## src/rtl/wsfr_pkg.sv

```systemverilog
// Shared types and constants for the websocket frame receiver.
package wsfr_pkg;

  // Input item: command and received byte
  typedef struct packed {
    logic       action;
    logic [7:0] data_byte;
  } in_item_t;

  // Result item
  typedef struct packed {
    logic [2:0] kind;
    logic [7:0] data;
    logic       last;
    logic [6:0] ping_length;
  } out_item_t;

  // Result from the parser with its valid flag
  typedef struct packed {
    logic      vld;
    out_item_t item;
  } result_t;

  // Input actions
  localparam logic ACT_DATA = 1'b0;
  localparam logic ACT_NEW_CONN = 1'b1;

  // Result kinds
  localparam logic [2:0] K_TEXT       = 3'd0;
  localparam logic [2:0] K_TEXT_END   = 3'd1;
  localparam logic [2:0] K_PONG       = 3'd2;
  localparam logic [2:0] K_PONG_EMPTY = 3'd3;
  localparam logic [2:0] K_CLOSE      = 3'd4;
  localparam logic [2:0] K_ERROR      = 3'd5;

  // Frame opcodes
  localparam logic [3:0] OP_CONT  = 4'h0;
  localparam logic [3:0] OP_TEXT  = 4'h1;
  localparam logic [3:0] OP_CLOSE = 4'h8;
  localparam logic [3:0] OP_PING  = 4'h9;
  localparam logic [3:0] OP_PONG  = 4'hA;

  // Length codes and limits
  localparam logic [6:0]  LEN_CODE16   = 7'd126;
  localparam logic [6:0]  LEN_CODE64   = 7'd127;
  localparam logic [31:0] CTL_MAX_LEN  = 32'd125;
  localparam logic [31:0] MAX_MSG_RESET = 32'd8388608;

  // Header byte counter marks
  localparam logic [2:0] EXT16_START = 3'd6;
  localparam logic [2:0] EXT_LAST    = 3'd7;
  localparam logic [2:0] MASK_LAST   = 3'd3;

endpackage

```

## src/rtl/wsfr_in_reg.sv

```systemverilog
// Input register stage of the websocket frame receiver.
module wsfr_in_reg
  import wsfr_pkg::*;
(
  input  logic     clk,
  input  logic     rst_n,
  input  logic     in_valid,
  output logic     in_stall,
  input  in_item_t in_item,
  input  logic     advance,
  output logic     held_vld,
  output in_item_t held_item
);

  logic     vld_r;
  logic     vld_nxt;
  in_item_t item_r;
  logic     load;

  // Stall only when the held item cannot move on this cycle
  assign in_stall = vld_r & ~advance;
  assign load     = in_valid & ~in_stall;

  always_comb begin
    vld_nxt = vld_r;
    if (load) begin
      vld_nxt = 1'b1;
    end else if (advance) begin
      vld_nxt = 1'b0;
    end
  end

  always_ff @(posedge clk) begin
    if (!rst_n) begin
      vld_r <= 1'b0;
    end else begin
      vld_r <= vld_nxt;
    end
  end

  // Capture the item on accept
  always_ff @(posedge clk) begin
    if (load) begin
      item_r <= in_item;
    end
  end

  assign held_vld  = vld_r;
  assign held_item = item_r;

endmodule

```

## src/rtl/wsfr_parser.sv

```systemverilog
// Frame header parser, payload unmasker and fragment tracker.
module wsfr_parser
  import wsfr_pkg::*;
(
  input  logic        clk,
  input  logic        rst_n,
  input  logic        step,
  input  in_item_t    item,
  input  logic [31:0] max_len,
  output result_t     res
);

  localparam logic [2:0] PH_HDR0    = 3'd0;
  localparam logic [2:0] PH_HDR1    = 3'd1;
  localparam logic [2:0] PH_EXTLEN  = 3'd2;
  localparam logic [2:0] PH_MASK    = 3'd3;
  localparam logic [2:0] PH_PAYLOAD = 3'd4;
  localparam logic [2:0] PH_DEAD    = 3'd5;

  logic [2:0]  phase_r, phase_nxt;
  logic        fin_r, fin_nxt;
  logic [3:0]  opc_r, opc_nxt;
  logic        mask_on_r, mask_on_nxt;
  logic [63:0] hlen_r, hlen_nxt;
  logic [2:0]  hcnt_r, hcnt_nxt;
  logic [31:0] mkey_r, mkey_nxt;
  logic [31:0] remain_r, remain_nxt;
  logic [1:0]  bidx_r, bidx_nxt;
  logic        frag_open_r, frag_open_nxt;
  logic [31:0] frag_total_r, frag_total_nxt;

  logic [7:0]  b;
  logic [63:0] len_ext;
  logic [63:0] len_hdr1;
  logic [63:0] len_cur;
  logic        len_hi_nz;
  logic [31:0] len_lo;
  logic        ctl_bad;
  logic        too_long;
  logic [31:0] he_len;
  logic        he_zero;
  logic [32:0] frag_sum;
  logic        frag_over;
  logic [7:0]  key_byte;
  logic [7:0]  plain;
  logic        fin_byte;
  logic        do_ldone;
  logic        do_hend;
  logic        do_fail;

  // Length candidates and checks
  assign b         = item.data_byte;
  assign len_ext   = {hlen_r[55:0], b};
  assign len_hdr1  = {57'd0, b[6:0]};
  assign len_cur   = (phase_r == PH_EXTLEN) ? len_ext : len_hdr1;
  assign len_hi_nz = |len_cur[63:32];
  assign len_lo    = len_cur[31:0];
  assign ctl_bad   = opc_r[3] & (~fin_r | len_hi_nz | (len_lo > CTL_MAX_LEN));
  assign too_long  = len_hi_nz | (len_lo > max_len);
  assign he_len    = (phase_r == PH_MASK) ? hlen_r[31:0] : len_lo;
  assign he_zero   = (he_len == 32'd0);
  assign frag_sum  = {1'b0, frag_total_r} + {1'b0, he_len};
  assign frag_over = frag_sum > {1'b0, max_len};

  // Mask key byte for this payload position
  always_comb begin
    unique case (bidx_r)
      2'd0:    key_byte = mkey_r[31:24];
      2'd1:    key_byte = mkey_r[23:16];
      2'd2:    key_byte = mkey_r[15:8];
      default: key_byte = mkey_r[7:0];
    endcase
  end

  assign plain    = mask_on_r ? (b ^ key_byte) : b;
  assign fin_byte = (remain_r == 32'd1);

  // Next state and result
  always_comb begin
    phase_nxt      = phase_r;
    fin_nxt        = fin_r;
    opc_nxt        = opc_r;
    mask_on_nxt    = mask_on_r;
    hlen_nxt       = hlen_r;
    hcnt_nxt       = hcnt_r;
    mkey_nxt       = mkey_r;
    remain_nxt     = remain_r;
    bidx_nxt       = bidx_r;
    frag_open_nxt  = frag_open_r;
    frag_total_nxt = frag_total_r;
    res            = '0;
    do_ldone       = 1'b0;
    do_hend        = 1'b0;
    do_fail        = 1'b0;

    if (item.action == ACT_NEW_CONN) begin
      // Clear the connection
      phase_nxt      = PH_HDR0;
      fin_nxt        = 1'b0;
      opc_nxt        = 4'h0;
      mask_on_nxt    = 1'b0;
      hlen_nxt       = '0;
      hcnt_nxt       = '0;
      mkey_nxt       = '0;
      remain_nxt     = '0;
      bidx_nxt       = '0;
      frag_open_nxt  = 1'b0;
      frag_total_nxt = '0;
    end else begin
      unique case (phase_r)
        PH_HDR0: begin
          fin_nxt   = b[7];
          opc_nxt   = b[3:0];
          hcnt_nxt  = (|b[6:4]) ? 3'd1 : 3'd0;
          phase_nxt = PH_HDR1;
        end
        PH_HDR1: begin
          if (hcnt_r != 3'd0) begin
            do_fail = 1'b1;
          end else begin
            mask_on_nxt = b[7];
            hlen_nxt    = len_hdr1;
            hcnt_nxt    = 3'd0;
            if (b[6:0] == LEN_CODE16 || b[6:0] == LEN_CODE64) begin
              hcnt_nxt  = (b[6:0] == LEN_CODE16) ? EXT16_START : 3'd0;
              hlen_nxt  = '0;
              phase_nxt = PH_EXTLEN;
            end else begin
              do_ldone = 1'b1;
            end
          end
        end
        PH_EXTLEN: begin
          hlen_nxt = len_ext;
          if (hcnt_r >= EXT_LAST) begin
            do_ldone = 1'b1;
          end else begin
            hcnt_nxt = hcnt_r + 3'd1;
          end
        end
        PH_MASK: begin
          mkey_nxt = {mkey_r[23:0], b};
          if (hcnt_r >= MASK_LAST) begin
            do_hend = 1'b1;
          end else begin
            hcnt_nxt = hcnt_r + 3'd1;
          end
        end
        PH_PAYLOAD: begin
          remain_nxt = remain_r - 32'd1;
          bidx_nxt   = bidx_r + 2'd1;
          if (fin_byte) begin
            phase_nxt = PH_HDR0;
          end
          if (opc_r == OP_CONT || opc_r == OP_TEXT) begin
            if (fin_byte && fin_r && opc_r == OP_CONT) begin
              frag_open_nxt  = 1'b0;
              frag_total_nxt = '0;
            end
            res.vld       = 1'b1;
            res.item.kind = K_TEXT;
            res.item.data = plain;
            res.item.last = fin_byte & fin_r;
          end else if (opc_r == OP_CLOSE) begin
            if (fin_byte) begin
              phase_nxt     = PH_DEAD;
              res.vld       = 1'b1;
              res.item.kind = K_CLOSE;
            end
          end else if (opc_r == OP_PING) begin
            res.vld              = 1'b1;
            res.item.kind        = K_PONG;
            res.item.data        = plain;
            res.item.last        = fin_byte;
            res.item.ping_length = hlen_r[6:0];
          end
        end
        default: begin
          // Dead connection: drop the byte
        end
      endcase

      // Length complete
      if (do_ldone) begin
        if (ctl_bad || too_long) begin
          do_fail = 1'b1;
        end else if (mask_on_nxt) begin
          hcnt_nxt  = 3'd0;
          mkey_nxt  = '0;
          phase_nxt = PH_MASK;
        end else begin
          do_hend = 1'b1;
        end
      end

      // Header complete
      if (do_hend) begin
        remain_nxt = he_len;
        bidx_nxt   = 2'd0;
        phase_nxt  = he_zero ? PH_HDR0 : PH_PAYLOAD;
        unique case (opc_r)
          OP_TEXT: begin
            if (frag_open_r) begin
              do_fail = 1'b1;
            end else if (!fin_r) begin
              frag_open_nxt  = 1'b1;
              frag_total_nxt = he_len;
            end else if (he_zero) begin
              res.vld       = 1'b1;
              res.item.kind = K_TEXT_END;
              res.item.last = 1'b1;
            end
          end
          OP_CONT: begin
            if (!frag_open_r || frag_over) begin
              do_fail = 1'b1;
            end else begin
              frag_total_nxt = frag_sum[31:0];
              if (he_zero && fin_r) begin
                frag_open_nxt  = 1'b0;
                frag_total_nxt = '0;
                res.vld        = 1'b1;
                res.item.kind  = K_TEXT_END;
                res.item.last  = 1'b1;
              end
            end
          end
          OP_CLOSE: begin
            frag_open_nxt  = 1'b0;
            frag_total_nxt = '0;
            if (he_zero) begin
              phase_nxt     = PH_DEAD;
              res.vld       = 1'b1;
              res.item.kind = K_CLOSE;
            end
          end
          OP_PING: begin
            if (he_zero) begin
              res.vld       = 1'b1;
              res.item.kind = K_PONG_EMPTY;
              res.item.last = 1'b1;
            end
          end
          OP_PONG: begin
            // Drop pong frames
          end
          default: begin
            do_fail = 1'b1;
          end
        endcase
      end

      // Protocol error: drop fragments and go dead
      if (do_fail) begin
        frag_open_nxt  = 1'b0;
        frag_total_nxt = '0;
        phase_nxt      = PH_DEAD;
        res            = '0;
        res.vld        = 1'b1;
        res.item.kind  = K_ERROR;
      end
    end
  end

  // Advance state when the item moves on
  always_ff @(posedge clk) begin
    if (!rst_n) begin
      phase_r      <= PH_HDR0;
      fin_r        <= 1'b0;
      opc_r        <= 4'h0;
      mask_on_r    <= 1'b0;
      hlen_r       <= '0;
      hcnt_r       <= '0;
      mkey_r       <= '0;
      remain_r     <= '0;
      bidx_r       <= '0;
      frag_open_r  <= 1'b0;
      frag_total_r <= '0;
    end else if (step) begin
      phase_r      <= phase_nxt;
      fin_r        <= fin_nxt;
      opc_r        <= opc_nxt;
      mask_on_r    <= mask_on_nxt;
      hlen_r       <= hlen_nxt;
      hcnt_r       <= hcnt_nxt;
      mkey_r       <= mkey_nxt;
      remain_r     <= remain_nxt;
      bidx_r       <= bidx_nxt;
      frag_open_r  <= frag_open_nxt;
      frag_total_r <= frag_total_nxt;
    end
  end

  a_closed_total_zero: assert property (@(posedge clk) disable iff (!rst_n)
    !frag_open_r |-> frag_total_r == 32'd0)
    else $error("fragment total nonzero with no open message");

  a_payload_remaining: assert property (@(posedge clk) disable iff (!rst_n)
    phase_r == PH_PAYLOAD |-> remain_r != 32'd0)
    else $error("payload phase with no bytes remaining");

  a_dead_no_fragment: assert property (@(posedge clk) disable iff (!rst_n)
    phase_r == PH_DEAD |-> !frag_open_r)
    else $error("dead connection still holds an open message");

  a_error_goes_dead: assert property (@(posedge clk) disable iff (!rst_n)
    step && res.vld && res.item.kind == K_ERROR |=> phase_r == PH_DEAD)
    else $error("error result without entering dead phase");

endmodule

```

## src/rtl/wsfr_out_reg.sv

```systemverilog
// Result register stage of the websocket frame receiver.
module wsfr_out_reg
  import wsfr_pkg::*;
(
  input  logic      clk,
  input  logic      rst_n,
  input  logic      advance,
  input  result_t   res,
  output logic      out_free,
  output logic      out_valid,
  input  logic      out_stall,
  output out_item_t out_item
);

  logic      vld_r;
  logic      vld_nxt;
  out_item_t item_r;

  // Slot frees when empty or being taken this cycle
  assign out_free = ~vld_r | ~out_stall;

  always_comb begin
    vld_nxt = vld_r;
    if (advance) begin
      vld_nxt = res.vld;
    end else if (!out_stall) begin
      vld_nxt = 1'b0;
    end
  end

  always_ff @(posedge clk) begin
    if (!rst_n) begin
      vld_r <= 1'b0;
    end else begin
      vld_r <= vld_nxt;
    end
  end

  // Load a new result
  always_ff @(posedge clk) begin
    if (advance && res.vld) begin
      item_r <= res.item;
    end
  end

  assign out_valid = vld_r;
  assign out_item  = item_r;

endmodule

```

## src/rtl/websocket_frame_receiver.sv

```systemverilog
// Top level of the websocket frame receiver: register stages, parser, config register.
//
// Takes one received byte (or a new-connection command) per cycle while in_stall
// is low and gives at most one result per byte. An accepted item is held in the
// input register, then passes through the header/payload parser into the result
// register once the result slot is free; that register holds it until it is taken.
// Throughput is one item per cycle while the result register is not stalled,
// limited by the single parser state update per byte; the input stalls only when
// the input register is occupied and the result register is full and stalled.
// Errors are flagged while the header is parsed, so on an error result the
// consumer drops any partly delivered text message. The user must write the
// max_message_bytes register through cfg_valid/cfg_ready/cfg_data only while no
// item is in flight; the block itself does not enforce this.
module websocket_frame_receiver
  import wsfr_pkg::*;
(
  input  logic        clk,
  input  logic        rst_n,
  input  logic        in_valid,
  output logic        in_stall,
  input  in_item_t    in_item,
  output logic        out_valid,
  input  logic        out_stall,
  output out_item_t   out_item,
  input  logic        cfg_valid,
  output logic        cfg_ready,
  input  logic [31:0] cfg_data
);

  logic        cfg_write;
  logic [31:0] max_msg_r;
  logic        held_vld;
  in_item_t    held_item;
  logic        out_free;
  logic        advance;
  result_t     res;

  // Config register always takes writes
  assign cfg_ready = 1'b1;
  assign cfg_write = cfg_valid & cfg_ready;

  always_ff @(posedge clk) begin
    if (!rst_n) begin
      max_msg_r <= MAX_MSG_RESET;
    end else if (cfg_write) begin
      max_msg_r <= cfg_data;
    end
  end

  // Move the held item when the result slot is free
  assign advance = held_vld & out_free;

  wsfr_in_reg u_in_reg (
    .clk       (clk),
    .rst_n     (rst_n),
    .in_valid  (in_valid),
    .in_stall  (in_stall),
    .in_item   (in_item),
    .advance   (advance),
    .held_vld  (held_vld),
    .held_item (held_item)
  );

  wsfr_parser u_parser (
    .clk     (clk),
    .rst_n   (rst_n),
    .step    (advance),
    .item    (held_item),
    .max_len (max_msg_r),
    .res     (res)
  );

  wsfr_out_reg u_out_reg (
    .clk       (clk),
    .rst_n     (rst_n),
    .advance   (advance),
    .res       (res),
    .out_free  (out_free),
    .out_valid (out_valid),
    .out_stall (out_stall),
    .out_item  (out_item)
  );

endmodule
```

## config.mk

```make
export PLATFORM = sky130hd
export DESIGN_NAME = websocket_frame_receiver
export DESIGN_NICKNAME = d
export VERILOG_FILES = /design/src/rtl/wsfr_pkg.sv /design/src/rtl/wsfr_in_reg.sv /design/src/rtl/wsfr_parser.sv /design/src/rtl/wsfr_out_reg.sv /design/src/rtl/websocket_frame_receiver.sv
export SDC_FILE = /design/constraint.sdc
export NUM_CORES = 1
export LEC_CHECK = 0
export ABC_AREA = 1
export BUFFER_PORTS_ARGS = -buffer_cell sky130_fd_sc_hd__buf_2
export CORE_MARGIN = 4
export CORE_UTILIZATION = 55
export DETAILED_ROUTE_END_ITERATION = 12
export GPL_ROUTABILITY_DRIVEN = 0
export PLACE_DENSITY = 0.72
export SLEW_MARGIN = 20
export SYNTH_ARGS = -nofsm -noshare
export SYNTH_HDL_FRONTEND = slang
export SYNTH_SLANG_ARGS = --single-unit
```

## constraint.sdc

```tcl
create_clock -name clk -period 6.5 [get_ports clk]
set_input_delay 0.325 -clock clk [delete_from_list [all_inputs] [get_ports clk]]
set_output_delay 0.325 -clock clk [all_outputs]
set_load 0.005 [all_outputs]
```

==> After elaboration in Yosys (flattened, before gate mapping) <==
Index checks and enable logic that the tools add are counted.
Widths: inputs -> output; s select.
{ "totals": {"word_cells": 214, "inputBits": 46, "ff_bits": 229, "output_inout_bits": 22} }
{ "classes": {"muxes": 125, "n_reduce_logical": 27, "order_cmp": 5, "bitwise_logic": 17, "n_addsub": 4, "eq_ne": 15} }
{ "ops": {"columns": ["cell", "n"], "rows": [
  ["$mux 32", 19],
  ["$mux 56", 2],
  ["$pmux 56 s2", 1],
  ["$pmux 32 s3", 1],
  ["$mux 20", 4],
  ["$mux 3", 24],
  ["$mux 64", 1],
  ["$mux 4", 12],
  ["$mux 1", 45],
  ["$add 32x32->33", 1],
  ["$gt 33x32->1", 1],
  ["$eq 32x1->1 const B", 1],
  ["$gt 32x32->1", 1],
  ["$gt 32x7->1 const B", 1],
  ["$logic_not 32->1", 1],
  ["$reduce_or 32->1", 1],
  ["$sub 32x1->32 const B", 1],
  ["$pmux 8 s3", 1],
  ["$mux 16", 1],
  ["$pmux 4 s4", 1],
  ["$eq 7x7->1 const B", 2],
  ["$mux 7", 2],
  ["$mux 13", 1],
  ["$eq 4x4->1 const B", 3],
  ["other kinds (35)", 65]
]} }

==> Depth between registers and ports, before layout <==
{ "depth": {"word_depth": 16, "depth_mapped": 41, "ltp_nobuf": 40} }

==> By module <==
From an unflattened synthesis, not the netlist that was laid out.
{ "hier_totals": {"hier_cells": 2612, "hier_area_um2": 16773.6} }
{ "modules_own_cells": {"columns": ["module", "instances", "area_per_inst_um2", "cells_each", "seq_area_each_um2"], "rows": [
  ["wsfr_parser", 1, 14473.9, 2363, 3343.2],
  ["websocket_frame_receiver", 1, 1351.3, 205, 640.6],
  ["wsfr_out_reg", 1, 628.1, 27, 590.6],
  ["wsfr_in_reg", 1, 320.3, 17, 290.3]
]} }

==> Least setup slack after synthesis <==
OpenSTA, ideal clock, no wires.
{ "synth_path": {"path_kind": "register to register", "startpoint": "register u_parser.phase_r[1]", "endpoint": "register u_out_reg.item_r, in the netlist u_out_reg.out_item[0] (enable)", "path_slack_ns": 1.700, "path_stages_with_launch": 35, "period_less_slack_ns": 4.800, "t_arrival_ns": 4.427, "path_buffers": 2, "setup_ns": 0.374, "t_required_ns": 6.126, "cell_sequence": "dfxtp_1 > buf_2 > nand3_4 > buf_2 > o21ai_0 > inv_1 > ha_1 > nand2_1 > inv_1 > a21boi_0 > o21ai_0 > nand3_1 > nand2_1 > a21boi_0 > xor2_1 > inv_1 > ha_1 > nand2_1 > inv_1 > nand4_1 > nor2_1 > nand2_1 > nand2_1 > nand2_1 > nand2_1 > nand2_1 > nand2_1 > nand2_1 > nand3_1 > nand2_1 > nand2_1 > inv_1 > nand3_1 > nand2_1 > inv_1"} }
{ "synth_between": {"elab_chain_len": 16, "elab_cells_between_ends": 49, "classes_between": "1 x add/sub; 3 x order compare; 4 x eq/ne; 31 x mux; 4 x bitwise; 6 x reduce/logical"} }
{ "synth_lines": {"columns": ["item", "line", "text"], "rows": [
  ["start, declared", "wsfr_parser.sv:20", "logic [2:0] phase_r, phase_nxt;"],
  ["start signal, assigned", "wsfr_parser.sv:280", "phase_r <= phase_nxt;"],
  ["parallel branches: the longest is 13 deep, another holds $add 32x32->33", null, null],
  ["$mux 20 *", "wsfr_parser.sv:254", "if (do_fail) begin"],
  ["$mux 20 *", "wsfr_parser.sv:96", "if (item.action == ACT_NEW_CONN) begin"],
  ["$logic_and 1x1->1 *", "wsfr_out_reg.sv:41", "if (advance && res.vld) begin"],
  ["end signal, assigned", "wsfr_out_reg.sv:42", "item_r <= res.item;"],
  ["end, declared", "wsfr_out_reg.sv:17", "out_item_t item_r;"]
]} }
Every way passes the cells marked *. The select of a mux whose other input is x is not followed.
A chain may end at the register's enable or synchronous reset.

==> Worst setup path after layout <==
{ "layout_path": {"startpoint": "register u_parser.phase_r[2]", "endpoint": "register u_out_reg.item_r, in the netlist u_out_reg.out_item[17] (enable)"} }
The elaborated chain is that of the path after synthesis.

==> flow_summary.toml <==
[clock_network]
numCtsBuffers = 26
h-tree-depth = 1
cts.root.buffer_cell = "clkbuf_16"
post_cts_buffers = 0
clk_path_buf_depth = 3
clock_latency_ps = 560
cts_sinks = 229
clk_pin_slew_ps = 60
cts_tree = "done"

[setup_path]
worstSetupPathType = "flip-flop to flip-flop"
critPathRequiredTime_ps = 6780
r2r_start = "u_parser.phase_r[2]"
crit_start = "u_parser.phase_r[2]"
cp_slowest_stage_delay_ps = 460
start_kind = "flip-flop"
cp_max_fo = 21
worstPathArrival_ps = 6330
cp_slowest_cell = "dfxtp_1"
end_kind = "flip-flop"
cpMostUsedCell = "nand2_1"

[detailed_routing]
wl_met3_um = 6192
drt_wl_total_um = 54140
dr_wl_met2_um = 22870
routedWlPerCell_um = 18.80
drt_iter0_drc = 2431
vias = 17260
vias_per_cell = 5.994
topRoutingLayerUsed = "met4"
drt_first_pass_iters = 6
drt-met1-wl_um = 22440
drc = 0
ant_nets = 0

[logic_synthesis]
ys_async_sr_fraction = 0
synth_edf_count = 28
syn_nets = 2610
synth_cell_types = 56
avgSynthCellArea_um2 = 6.659
syn_area_um2 = 16340
ys_ff_latch = 229
synth_seq_area_share = 0.2978
synthCells = 2453
ys_warn_count = 0
ys.flop_type = "dfxtp_1"

[power]
p_leak_nw = 7.907
p_clk_frac = 0.440
p_int_mw = 2.498
vdd_drop_max_mv = 0.2300
switchingPower_mw = 0.9845
swShare = 0.2827
pwr-share-comb = 0.133
cellPowerDensity_nw_per_um2 = 195.0
pwr-share-seq = 0.427

[die]
dieWidth_um = 180.3
core_region_area_um2 = 29010
die-area_um2 = 32520
row_count = 62
start_util = 0.5630
ios = 68
die_h_um = 180.3

[sta]
worst_pin_slew_ps = 1028
hold_ws_ps = 2.698
timing.fmax_ghz = 0.1653
min_period_over_period = 0.9306
relSlewSlack = 0.3146
finalSetupTns_ps = 0
drv_slew = 0
finalHoldViolCount = 0
rsz0062_at_grt = "no"
skew_ps = 26.60
setup_viol_count_final = 0
period_minus_slack_ps = 6049

[cells_and_area]
drive_gt1_frac = 0.08537
final_cells = 2879
fin_nets = 2633
syn2layout_area_growth_pct = 9.352
diodes = 0

[grt]
overflow = 0
grt_max_degree = 93
grtUsageTotal = 0.3122
grt_pass1_vias = 15440
antenna_found_initial = 0
grt_pass1_wl_um = 83880

[place]
dp_cells = 2823
hpwl_um = 39260
portBuffers = 66

[hold_path]
hp-start = "cfg_data[23]"
hp-class = "input pin to flip-flop"

[job]
max-cap-violations = 0

[run_status]
status = "finished clean"
## synthesized netlist by cell type (all sizes together), types with 2 or more instances
cell type | count | area, um2
a22oi | 2 | 15.01
buf | 42 | 312.8
nand3 | 91 | 495.5
o21ai | 121 | 616.8
o31ai | 2 | 15.01
clkbuf | 73 | 274.0
a21oi | 349 | 1777
ha | 110 | 1376
o21bai | 34 | 292.8
o211ai | 70 | 525.5
nor4 | 9 | 56.30
a221oi | 3 | 26.28
a21o | 15 | 112.6
o221ai | 13 | 126.4
a211oi | 6 | 45.04
a31o | 2 | 17.52
o2111ai | 4 | 35.03
nand2 | 646 | 2440
clkinv | 5 | 18.77
edfxtp | 28 | 840.8
a31oi | 9 | 56.30
xor2 | 46 | 402.9
nand4 | 24 | 156.4
nor3 | 30 | 150.1
nor2 | 214 | 833.3
xnor2 | 7 | 61.31
a21boi | 3 | 22.52
nand3b | 5 | 37.54
dfxtp | 201 | 4024
or2 | 4 | 25.02
o22ai | 7 | 68.82
inv | 273 | 1032
## power groups by stage
stage / Sequential (mW) / Clock [mW] / Combinational (mW)
4_1_cts: 1.49 / 1.54 / 0.453
6_report: 1.49 / 1.53 / 0.464
3_3_place_gp: 1.52 / 0 / 0.440
5_1_grt: 1.49 / 1.60 / 0.512
3_5_place_dp: 1.52 / 0 / 0.445
2_1_floorplan: 1.51 / 0 / 0.323
## kinds of logic after synthesis
family | after synthesis | share of synthesized area
and+or+nand+nor | 1025 | 0.2576
AOI/OAI and AO/OA | 641 | 0.2302
buffers and inverters | 393 | 0.1003
DFF | 229 | 0.2978
adders and majority gates | 111 | 0.08548
xor gates and xnor gates | 53 | 0.02842
other | 1 | 0.0002296
## metrics by stage
| step | utilization | instance area [um2] | setup WS, ps | power [mW] |
|---|---|---|---|---|
| after CTS | 0.6149 | 17840 | 325.5 | 3.483 |
| after detailed placement | 0.5813 | 16860 | 351.6 | 1.963 |
| after global placement | 0.5813 | 16860 | 455.1 | 1.956 |
| final | 0.6157 | 17860 | 451.3 | 3.483 |
| after floorplan | - | 16340 | 1700 | 1.831 |
| after global routing | 0.6157 | 17860 | 29.57 | 3.606 |
## routing by layer
layer  vias to the layer above  GRT usage
met1                      7854     0.4339
li1                       8199          -
met5                         -          0
met3                       193    0.07025
met2                      1012     0.4682
met4                         0     0.1325
## timing repair
action                                  CTS  global route
hold buffers                              9             0
resized for setup                         0             4
endpoints found under the setup margin    0            54
endpoints found under the hold margin     9             0
## layout by cell type (no fill, tap or decap), types with 10 or more instances in the layout
cell type	synthesis	routed
dfxtp_1	201	201
o221ai_1	11	11
o21ai_0	112	112
a21o_1	15	15
nand3_1	86	85
nor2_1	204	202
clkbuf_16	0	27
nand2_1	644	644
inv_1	265	264
o211ai_1	70	70
o21bai_1	24	24
edfxtp_1	28	28
a21oi_1	341	339
buf_4	4	33
nor2_2	9	11
nor3_1	30	29
o21bai_2	10	10
buf_2	24	66
xor2_1	46	45
ha_1	110	110
nand4_1	23	23
## worst paths after layout
kind / to / slack, ps / cells past startpoint
worst max-delay path: u_out_reg.out_item[17] / 450 / 35
worst min-delay path: max_msg_r[23] / 3 / 3
worst min register to register: u_parser.hlen_r[48] / 460 / 2
worst max register to register: u_out_reg.out_item[17] / 450 / 35
## final cells by class
type / instances / area (um2)
Inverter: 278 / 1054
Clock inverter: 13 / 143.9
Tap cell: 384 / 480.5
Clock buffer: 34 / 742.0
Fill cell: 2735 / 11150
Sequential cell: 229 / 4865
Timing Repair Buffer: 110 / 708.2
Multi-Input combinational cell: 1831 / 9871
## critical path, delay by kind of cell (launching register included)
| family | cells | cell delay [ps] |
|---|---|---|
| XOR/XNOR | 1 | 270 |
| flip-flops | 1 | 460 |
| AO/OA/AOI/OAI | 7 | 1470 |
| adder cells (fa/ha/maj) | 2 | 610 |
| buffers and inverters | 10 | 1340 |
| AND/OR/NAND/NOR | 15 | 1620 |
## flip-flops by register name, indices dropped and copies added (netlist names), 2 cells and up
signal / count
u_parser.hlen_r: 56
max_msg_r: 32
u_parser.frag_total_r: 32
u_parser.mkey_r: 32
u_parser.remain_r: 32
u_out_reg.out_item: 19
u_in_reg.held_item: 9
u_parser.opc_r: 4
u_parser.hcnt_r: 3
u_parser.phase_r: 3
u_parser.bidx_r: 2
(Power assumes the default switching activity.)
